`config.mk`:
```
export PLATFORM = sky130hd
export DESIGN_NAME = block_permutation_cipher_top
export DESIGN_NICKNAME = d
export VERILOG_FILES = /design/src/hw/rtl/bpc_pkg.sv /design/src/hw/rtl/block_permutation_cipher_top.sv /design/src/hw/rtl/bpc_ram.sv /design/src/hw/rtl/bpc_csr.sv /design/src/hw/rtl/bpc_key.sv
export SDC_FILE = /design/constraint.sdc
export NUM_CORES = 1
export LEC_CHECK = 0
export ABC_CLOCK_PERIOD_IN_PS = 12650
export BUFFER_PORTS_ARGS = -buffer_cell sky130_fd_sc_hd__buf_2
export CAP_MARGIN = 30
export CORE_UTILIZATION = 60
export DETAILED_ROUTE_END_ITERATION = 6
export PLACE_DENSITY = 0.81
export RECOVER_POWER = 50
export SYNTH_ARGS = -nofsm -noshare
export SYNTH_HDL_FRONTEND = slang
export SYNTH_SLANG_ARGS = --single-unit
```
`constraint.sdc`:
```
create_clock -name clock -period 12.65 [get_ports clock]
set_input_delay 3.1625 -clock clock [delete_from_list [all_inputs] [get_ports clock]]
set_output_delay 3.1625 -clock clock [all_outputs]
set_load 0.01 [all_outputs]
```
`src/hw/rtl/bpc_pkg.sv`:
```
// Shared types, constants and register map for the block permutation cipher.
// No dependencies; every other file in hw/rtl except bpc_ram imports this package.
package bpc_pkg;

   localparam int MAX_BLOCK_DEF = 8;   // default block store depth
   localparam int KEY_SLOTS     = 8;   // entries held in key_order
   localparam int KEY_W         = 3;   // bits per key entry
   localparam int LEN_W         = 4;   // key_length / fill count width
   localparam int BYTE_W        = 8;
   localparam int ADDR_W        = 4;   // csr byte address width
   localparam int DATA_W        = 32;  // csr data width
   localparam int REG_IDX_W     = 2;

   localparam logic [BYTE_W-1:0] PAD_BYTE = 8'h20;

   // Register indexes (byte address = 4 * index)
   localparam logic [REG_IDX_W-1:0] REG_KEY_ORDER  = 2'd0;
   localparam logic [REG_IDX_W-1:0] REG_KEY_LENGTH = 2'd1;
   localparam logic [REG_IDX_W-1:0] REG_MODE       = 2'd2;

   localparam logic [KEY_SLOTS*KEY_W-1:0] KEY_ORDER_RST  = 24'hFAC688;
   localparam logic [LEN_W-1:0]           KEY_LENGTH_RST = 4'd8;
   localparam logic                       MODE_RST       = 1'b0;

   typedef struct packed {
      logic [BYTE_W-1:0] data_byte;
      logic              message_end;
   } req_type;

   typedef struct packed {
      logic [BYTE_W-1:0] out_byte;
      logic              run_last;
      logic              message_last;
      logic              key_error;
   } rsp_type;

   typedef struct packed {
      logic [KEY_SLOTS*KEY_W-1:0] key_order;
      logic [LEN_W-1:0]           key_length;
      logic                       mode;
   } cfg_type;

   // Decoded key: effective length, validity and per-output source position
   typedef struct packed {
      logic [LEN_W-1:0]                len;
      logic                            valid;
      logic [KEY_SLOTS-1:0][KEY_W-1:0] src;
   } key_info_type;

   typedef enum logic [2:0] {
      ST_FILL = 3'b001,
      ST_EMIT = 3'b010,
      ST_ERR  = 3'b100
   } state_type;

endpackage

```
`src/hw/rtl/block_permutation_cipher_top.sv`:
```
// Top level of the block permutation cipher: fill/emit sequencer around the
// block store RAM. Depends on bpc_pkg, bpc_csr, bpc_key, bpc_ram.
//
//   port group   dir   flow control        carries
//   req_*        in    req_valid/req_ready req_type: data_byte, message_end
//   rsp_*        out   rsp_valid/rsp_ready rsp_type: out_byte, run_last, ...
//   p* (APB)     in/out psel/penable     key_order, key_length, mode
//
// With a valid key, a byte that ends a block starts L reads out of the block
// store (one RAM read port, one entry per cycle while rsp is not stalled);
// req_ready stays low until the last read issues. Results pass the RAM read
// register and the response register and leave at one per cycle while
// rsp_ready is high. Reset is synchronous; no clearing pass is needed.
// An rsp stall backs up the read stage and then holds the sequencer.
module block_permutation_cipher_top #(
   parameter int MAX_BLOCK = bpc_pkg::MAX_BLOCK_DEF
) (
   input  logic                       clock,
   input  logic                       reset,
   input  logic                       req_valid,
   output logic                       req_ready,
   input  bpc_pkg::req_type           req_data,
   output logic                       rsp_valid,
   input  logic                       rsp_ready,
   output bpc_pkg::rsp_type           rsp_data,
   input  logic                       psel,
   input  logic                       penable,
   input  logic                       pwrite,
   input  logic [bpc_pkg::ADDR_W-1:0] paddr,
   input  logic [bpc_pkg::DATA_W-1:0] pwdata,
   output logic [bpc_pkg::DATA_W-1:0] prdata,
   output logic                       pready
);
   import bpc_pkg::*;

   localparam int AW  = $clog2(MAX_BLOCK);
   localparam int LIM = (MAX_BLOCK < KEY_SLOTS) ? MAX_BLOCK : KEY_SLOTS;

   cfg_type           cfg;
   key_info_type      key;
   state_type         state_ff, state_in;
   logic [LEN_W-1:0]  fill_ff, fill_in;
   logic [LEN_W-1:0]  count_ff, count_in;
   logic              last_ff, last_in;
   logic [KEY_W-1:0]  idx_ff, idx_in;
   logic              pend_ff, pend_in;
   logic              pend_pad_ff, pend_pad_in;
   logic              pend_rl_ff, pend_rl_in;
   logic              pend_ml_ff, pend_ml_in;
   logic              rsp_valid_ff, rsp_valid_in;
   rsp_type           rsp_ff, rsp_in;
   logic [BYTE_W-1:0] ram_rd_data;
   logic              accept, issue, move_p, err_load, block_end, issue_rl;
   logic [LEN_W-1:0]  pos, cnt_new;
   logic [KEY_W-1:0]  src_sel;
   logic [AW-1:0]     wr_addr, rd_addr;

   bpc_csr u_csr (
      .clock   (clock),
      .reset   (reset),
      .psel    (psel),
      .penable (penable),
      .pwrite  (pwrite),
      .paddr   (paddr),
      .pwdata  (pwdata),
      .prdata  (prdata),
      .pready  (pready),
      .cfg     (cfg)
   );

   bpc_key #(.MAX_BLOCK(MAX_BLOCK)) u_key (
      .cfg  (cfg),
      .info (key)
   );

   bpc_ram #(.WIDTH(BYTE_W), .DEPTH(MAX_BLOCK)) u_store (
      .clock   (clock),
      .wr_en   (accept),
      .wr_addr (wr_addr),
      .wr_data (req_data.data_byte),
      .rd_en   (issue),
      .rd_addr (rd_addr),
      .rd_data (ram_rd_data)
   );

   assign req_ready = (state_ff == ST_FILL);
   assign accept    = req_valid && req_ready;

   // a shrunk length makes the new byte overwrite the last slot
   assign pos       = (fill_ff < key.len) ? fill_ff : key.len - LEN_W'(1);
   assign cnt_new   = pos + LEN_W'(1);
   assign block_end = (cnt_new >= key.len) || req_data.message_end;
   assign wr_addr   = pos[AW-1:0];

   assign move_p   = pend_ff && (!rsp_valid_ff || rsp_ready);
   assign issue    = (state_ff == ST_EMIT) && (!pend_ff || move_p);
   assign err_load = (state_ff == ST_ERR) && !pend_ff && (!rsp_valid_ff || rsp_ready);
   assign src_sel  = key.src[idx_ff];
   assign rd_addr  = AW'(src_sel);
   assign issue_rl = (({1'b0, idx_ff} + LEN_W'(1)) == key.len);

   always_comb begin
      state_in = state_ff;
      fill_in  = fill_ff;
      count_in = count_ff;
      last_in  = last_ff;
      idx_in   = idx_ff;
      case (state_ff)
         ST_FILL: begin
            if (accept) begin
               if (block_end) begin
                  fill_in = '0;
                  if (key.valid) begin
                     state_in = ST_EMIT;
                     idx_in   = '0;
                     count_in = cnt_new;
                     last_in  = req_data.message_end;
                  end else if (req_data.message_end) begin
                     state_in = ST_ERR;
                  end
               end else begin
                  fill_in = cnt_new;
               end
            end
         end
         ST_EMIT: begin
            if (issue) begin
               idx_in = idx_ff + KEY_W'(1);
               if (issue_rl) state_in = ST_FILL;
            end
         end
         ST_ERR: begin
            if (err_load) state_in = ST_FILL;
         end
         default: state_in = ST_FILL;
      endcase
   end

   // read stage: RAM data plus the tags that go with it
   always_comb begin
      pend_in     = pend_ff;
      pend_pad_in = pend_pad_ff;
      pend_rl_in  = pend_rl_ff;
      pend_ml_in  = pend_ml_ff;
      if (issue) begin
         pend_in     = 1'b1;
         pend_pad_in = ({1'b0, src_sel} >= count_ff);
         pend_rl_in  = issue_rl;
         pend_ml_in  = issue_rl && last_ff;
      end else if (move_p) begin
         pend_in = 1'b0;
      end
   end

   always_comb begin
      rsp_valid_in = rsp_valid_ff;
      rsp_in       = rsp_ff;
      if (move_p) begin
         rsp_valid_in        = 1'b1;
         rsp_in.out_byte     = pend_pad_ff ? PAD_BYTE : ram_rd_data;
         rsp_in.run_last     = pend_rl_ff;
         rsp_in.message_last = pend_ml_ff;
         rsp_in.key_error    = 1'b0;
      end else if (err_load) begin
         rsp_valid_in        = 1'b1;
         rsp_in.out_byte     = '0;
         rsp_in.run_last     = 1'b1;
         rsp_in.message_last = 1'b1;
         rsp_in.key_error    = 1'b1;
      end else if (rsp_ready) begin
         rsp_valid_in = 1'b0;
      end
   end

   always_ff @(posedge clock) begin
      if (reset) begin
         state_ff     <= ST_FILL;
         fill_ff      <= '0;
         pend_ff      <= 1'b0;
         rsp_valid_ff <= 1'b0;
      end else begin
         state_ff     <= state_in;
         fill_ff      <= fill_in;
         pend_ff      <= pend_in;
         rsp_valid_ff <= rsp_valid_in;
      end
   end

   always_ff @(posedge clock) begin
      count_ff    <= count_in;
      last_ff     <= last_in;
      idx_ff      <= idx_in;
      pend_pad_ff <= pend_pad_in;
      pend_rl_ff  <= pend_rl_in;
      pend_ml_ff  <= pend_ml_in;
      rsp_ff      <= rsp_in;
   end

   assign rsp_valid = rsp_valid_ff;
   assign rsp_data  = rsp_ff;

`ifndef NO_ASSERTIONS
   a_error_result_shape: assert property (@(posedge clock) disable iff (reset)
      rsp_valid && rsp_data.key_error |->
         rsp_data.run_last && rsp_data.message_last && rsp_data.out_byte == '0)
      else $error("error result with data or missing last flags");

   a_fill_below_limit: assert property (@(posedge clock) disable iff (reset)
      fill_ff < LEN_W'(LIM))
      else $error("fill count reached block limit");

   a_block_no_gap: assert property (@(posedge clock) disable iff (reset)
      rsp_valid && rsp_ready && !rsp_data.run_last |=> rsp_valid)
      else $error("gap inside an emitted block");

   a_no_accept_while_reading: assert property (@(posedge clock) disable iff (reset)
      issue |-> !accept)
      else $error("block store written during emit reads");
`endif

endmodule

```
`src/hw/rtl/bpc_ram.sv`:
```
// Generic single-write, single-read RAM with registered read data.
// Depends on nothing; used for the block store.
module bpc_ram #(
   parameter int WIDTH = 8,
   parameter int DEPTH = 8
) (
   input  logic                     clock,
   input  logic                     wr_en,
   input  logic [$clog2(DEPTH)-1:0] wr_addr,
   input  logic [WIDTH-1:0]         wr_data,
   input  logic                     rd_en,
   input  logic [$clog2(DEPTH)-1:0] rd_addr,
   output logic [WIDTH-1:0]         rd_data
);

   logic [WIDTH-1:0] mem_ff [DEPTH];
   logic [WIDTH-1:0] rd_data_ff;

   always_ff @(posedge clock) begin
      if (wr_en) begin
         mem_ff[wr_addr] <= wr_data;
      end
      if (rd_en) begin
         rd_data_ff <= mem_ff[rd_addr];
      end
   end

   assign rd_data = rd_data_ff;

endmodule

```
`src/hw/rtl/bpc_csr.sv`:
```
// APB-style configuration registers: key_order, key_length, mode.
// Depends on bpc_pkg.
module bpc_csr (
   input  logic                        clock,
   input  logic                        reset,
   input  logic                        psel,
   input  logic                        penable,
   input  logic                        pwrite,
   input  logic [bpc_pkg::ADDR_W-1:0]  paddr,
   input  logic [bpc_pkg::DATA_W-1:0]  pwdata,
   output logic [bpc_pkg::DATA_W-1:0]  prdata,
   output logic                        pready,
   output bpc_pkg::cfg_type            cfg
);
   import bpc_pkg::*;

   cfg_type               cfg_ff, cfg_in;
   logic [REG_IDX_W-1:0]  reg_idx;
   logic                  wr_strobe;

   assign pready    = 1'b1;
   assign reg_idx   = paddr[ADDR_W-1:2];
   assign wr_strobe = psel && penable && pwrite && pready;

   always_comb begin
      cfg_in = cfg_ff;
      if (wr_strobe) begin
         case (reg_idx)
            REG_KEY_ORDER:  cfg_in.key_order  = pwdata[KEY_SLOTS*KEY_W-1:0];
            REG_KEY_LENGTH: cfg_in.key_length = pwdata[LEN_W-1:0];
            REG_MODE:       cfg_in.mode       = pwdata[0];
            default:        cfg_in = cfg_ff;
         endcase
      end
   end

   always_comb begin
      case (reg_idx)
         REG_KEY_ORDER:  prdata = DATA_W'(cfg_ff.key_order);
         REG_KEY_LENGTH: prdata = DATA_W'(cfg_ff.key_length);
         REG_MODE:       prdata = DATA_W'(cfg_ff.mode);
         default:        prdata = '0;
      endcase
   end

   always_ff @(posedge clock) begin
      if (reset) begin
         cfg_ff.key_order  <= KEY_ORDER_RST;
         cfg_ff.key_length <= KEY_LENGTH_RST;
         cfg_ff.mode       <= MODE_RST;
      end else begin
         cfg_ff <= cfg_in;
      end
   end

   assign cfg = cfg_ff;

endmodule

```
`src/hw/rtl/bpc_key.sv`:
```
// Key decode: effective block length, permutation check and source map
// (key entries for encode, inverse permutation for decode). Depends on bpc_pkg.
module bpc_key #(
   parameter int MAX_BLOCK = bpc_pkg::MAX_BLOCK_DEF
) (
   input  bpc_pkg::cfg_type      cfg,
   output bpc_pkg::key_info_type info
);
   import bpc_pkg::*;

   localparam int LIM = (MAX_BLOCK < KEY_SLOTS) ? MAX_BLOCK : KEY_SLOTS;

   logic [LEN_W-1:0]                len;
   logic [KEY_SLOTS-1:0][KEY_W-1:0] ent;
   logic [KEY_SLOTS-1:0][KEY_W-1:0] inv;
   logic                            ok;

   always_comb begin
      len = cfg.key_length;
      if (len == '0) len = LEN_W'(1);
      if (len > LEN_W'(LIM)) len = LEN_W'(LIM);
   end

   always_comb begin
      for (int k = 0; k < KEY_SLOTS; k++) begin
         ent[k] = cfg.key_order[k*KEY_W +: KEY_W];
      end
   end

   // every used entry in range and no two used entries equal
   always_comb begin
      ok = 1'b1;
      for (int k = 0; k < KEY_SLOTS; k++) begin
         if (LEN_W'(k) < len) begin
            if ({1'b0, ent[k]} >= len) ok = 1'b0;
            for (int j = 0; j < k; j++) begin
               if (ent[j] == ent[k]) ok = 1'b0;
            end
         end
      end
   end

   always_comb begin
      for (int k = 0; k < KEY_SLOTS; k++) begin
         inv[k] = '0;
         for (int j = 0; j < KEY_SLOTS; j++) begin
            if (LEN_W'(j) < len && ent[j] == KEY_W'(k)) inv[k] = inv[k] | KEY_W'(j);
         end
      end
   end

   assign info.len   = len;
   assign info.valid = ok;
   assign info.src   = cfg.mode ? inv : ent;

endmodule
```
==> results.cfg <==
[placement]
place_hpwl_um = 15700
port-buffer-count = 78
routabilityCongestion = 0.961

[critical_path]
path_buf_inv = 2
cp_max_fo = 22
critical_path_required_ns = 9.49
slowest_stage = clkbuf_1
path_cells = clkbuf_1, nor2_1, and2_1, buf_2
crit_type = input port to primary output
cp_slowest_stage_delay_ns = 0.79
cp_data_arrival_time_ns = 4.62
cp-start-kind = input port
worst_setup_path_end_kind = primary output
critPathTopFamily = buffers and inverters

[grt]
antenna_found_initial = 0
grt_pass1_wl_um = 37600
grtUsageTotal = 0.351
grt_max_degree = 30
grt_overflow_total = 0
first_global_vias = 6861

[yosys]
synthMuxAreaShare = 0.0768
syn_inst = 832
synth_top_area_cell = edfxtp_1
yosys-top-cells-area = edfxtp_1 33%, dfxtp_1 9.3%, xor2_1 5.7%, ha_1 5.4%, nand2_1 3.2%
synth_cell_types = 77
synth_top_family_by_area = simple AND/OR/NAND/NOR gates
ys_seq_area_frac = 0.426
synth-compound-area-share = 0.138
async_flop_share = 0
synth_area_per_cell_um2 = 10.1
synth.top_cell.area_share = 0.333
synth_fa_ha_area_frac = 0.0537
yosysWarnings = 0
synth_edf_count = 93
synth_simple_gate_area_frac = 0.166
synth_xor_area_frac = 0.0836
yosys_most_used_dff = edfxtp_1
ys_ff_latch = 132
syn-cell-area_mm2 = 0.00839
synth_common_cells = 93 x edfxtp_1, 72 x nand2_1, 55 x xor2_1
synth_most_common_cell = edfxtp_1

[sta]
holdWs_ns = 0.515
rsz0062_at_grt = false
timing.fmax_ghz = 0.129
setup_tns_ns = 0
slew_violations = 0
worstMarginPinSlew_ns = 1.40
finalHoldViolCount = 0
finalCritPeriodShare = 0.615
slew_headroom = 0.0665
fin_skew_ns = 0.0133
final.min_clock_period_ns = 7.78
setup-violations-final = 0

[clock_network]
root_buffer = clkbuf_16
htreeDepth = 4
cts_tree = yes
clk_latency_ns = 0.44
ctsResizeCount = 0
clkSlewWorstSetupHoldPaths_ns = 0.06
cts.sinks = 132
cts_buffers = 17
cts_max_path_buffers = 2
hold_buffers = 0
cts_setup_buffers = 0

[power_and_ir_drop]
powerDensity_mw_per_mm2 = 126
irDropWorstVdd_mv = 0.143
p_leak_nw = 3.48
power_w = 0.00118

[cells_and_area]
drive_gt1_frac = 0.147
area_delta_synth_final_pct = 11.1
fillCellCount = 989
insertedDiodeCount = 0
final_nets = 965

[die]
io_pins = 98
die_w_um = 120
start_util = 0.623
die_h_um = 120
rows = 42
dieArea_mm2 = 0.0145
core_mm2 = 0.0135

[detailed_routing]
final_antenna_net_count = 0
drc = 0
routedWlPerCell_um = 22.7
viasPerCell = 6.65
vias = 7086
drtIter0Drc = 982
drt-total-wl_um = 24200
dr.pass1.iters = 6

[hold_path]
hold_path_class = flip-flop to flip-flop

[flow_run]
maxCapViolations = 0

[outcome]
outcome = finished, final reports clean
[where the power goes]
group	switching [W]	leakage (nW)	internal (W)
Clock	0.000194	0.290	0.000298
Sequential	0.0000212	1.16	0.000487
Combinational	0.000101	2.03	0.0000740
[per-stage QoR]
step           cells  cell area [µm²]  setup WS (ns)   util
6_report        1066             9320           4.87  0.693
5_1_grt         1066             9320           4.79  0.693
4_1_cts         1066             9350           5.43  0.695
3_5_place_dp    1034             8760           5.41  0.651
3_3_place_gp    1034             8760           5.48  0.651
2_1_floorplan    839             8410           5.58      -
[final timing paths]
path	from	depth (start not counted)	to	slack, ns
max	paddr[2]	4	prdata[5]	4.87
min	rsp_data[0]	2	rsp_data[0]	0.52
max reg2reg	u_csr.cfg[3]	16	state_ff[2]	7.10
min reg2reg	rsp_data[0]	2	rsp_data[0]	0.52
[routing by layer]
metal | vias to the layer above | track usage | part of all wire
met5 | - | 0 | 0
met4 | 0 | 0.174 | 0.038
met3 | 97 | 0.0774 | 0.098
met2 | 442 | 0.536 | 0.46
met1 | 3413 | 0.472 | 0.40
li1 | 3134 | - | -
[cell type report]
class                   instances  area (µm²)  area share
flip-flops and latches        132        3570       0.383
inverters                      30         113      0.0121
well taps                     176         220      0.0236
repair buffers                 89         440      0.0473
multi-input cells             607        4380       0.470
clock buffers                  19         443      0.0475
clock inverters                13         150      0.0161
[cells in the final DEF (no fill, tap or decap), types with 4 or more instances in the layout]
| cell type | n |
|---|---|
| a31oi_1 | 17 |
| mux4_1 | 6 |
| nor3_1 | 40 |
| inv_1 | 29 |
| clkinv_4 | 5 |
| xnor2_1 | 25 |
| or3_1 | 6 |
| xor2_1 | 55 |
| buf_2 | 55 |
| and2_0 | 7 |
| mux2_2 | 9 |
| dfxtp_1 | 39 |
| nor2b_1 | 8 |
| clkbuf_16 | 17 |
| o211ai_1 | 10 |
| and2_1 | 10 |
| nand2b_1 | 16 |
| o21a_1 | 4 |
| a21o_1 | 14 |
| conb_1 | 9 |
| nand2_1 | 72 |
| or2_2 | 5 |
| clkbuf_1 | 25 |
| buf_4 | 10 |
| o21ai_0 | 19 |
| mux4_2 | 10 |
| edfxtp_1 | 93 |
| mux2i_1 | 16 |
| ha_1 | 36 |
| o221ai_1 | 4 |
| nor2_1 | 51 |
| nand4_1 | 8 |
| nor4_1 | 10 |
| a211oi_1 | 11 |
| nor3b_1 | 9 |
| a21oi_1 | 39 |
| nand3_1 | 18 |
[kinds of logic (layout without fill, tap and decap cells)]
family          count (synthesis)  after routing
buf+inv                       100            151
xor+xnor                       80             80
simple gates                  276            276
other cells                     2              9
compound gates                165            165
flops                         132            132
mux                            41             41
fa+ha+maj                      36             36
[sequential cells by signal, summed over array words and instances, names as in the netlist]
| register | cells |
|---|---|
| u_store.mem_ff | 64 |
| u_csr.cfg | 29 |
| rsp_data | 11 |
| u_store.rd_data | 8 |
| count_ff | 4 |
| fill_ff | 4 |
| idx_ff | 3 |
| state_ff | 3 |
| last_ff | 1 |
| pend_ff | 1 |
| pend_ml_ff | 1 |
| pend_pad_ff | 1 |
| pend_rl_ff | 1 |
| rsp_valid | 1 |
[worst min-delay path, delay by kind of cell, from the launching register on]
kind | cells | cell delay [ns]
compound gates | 2 | 0.15
flops | 1 | 0.33
Power figures use the tool's default switching activity.
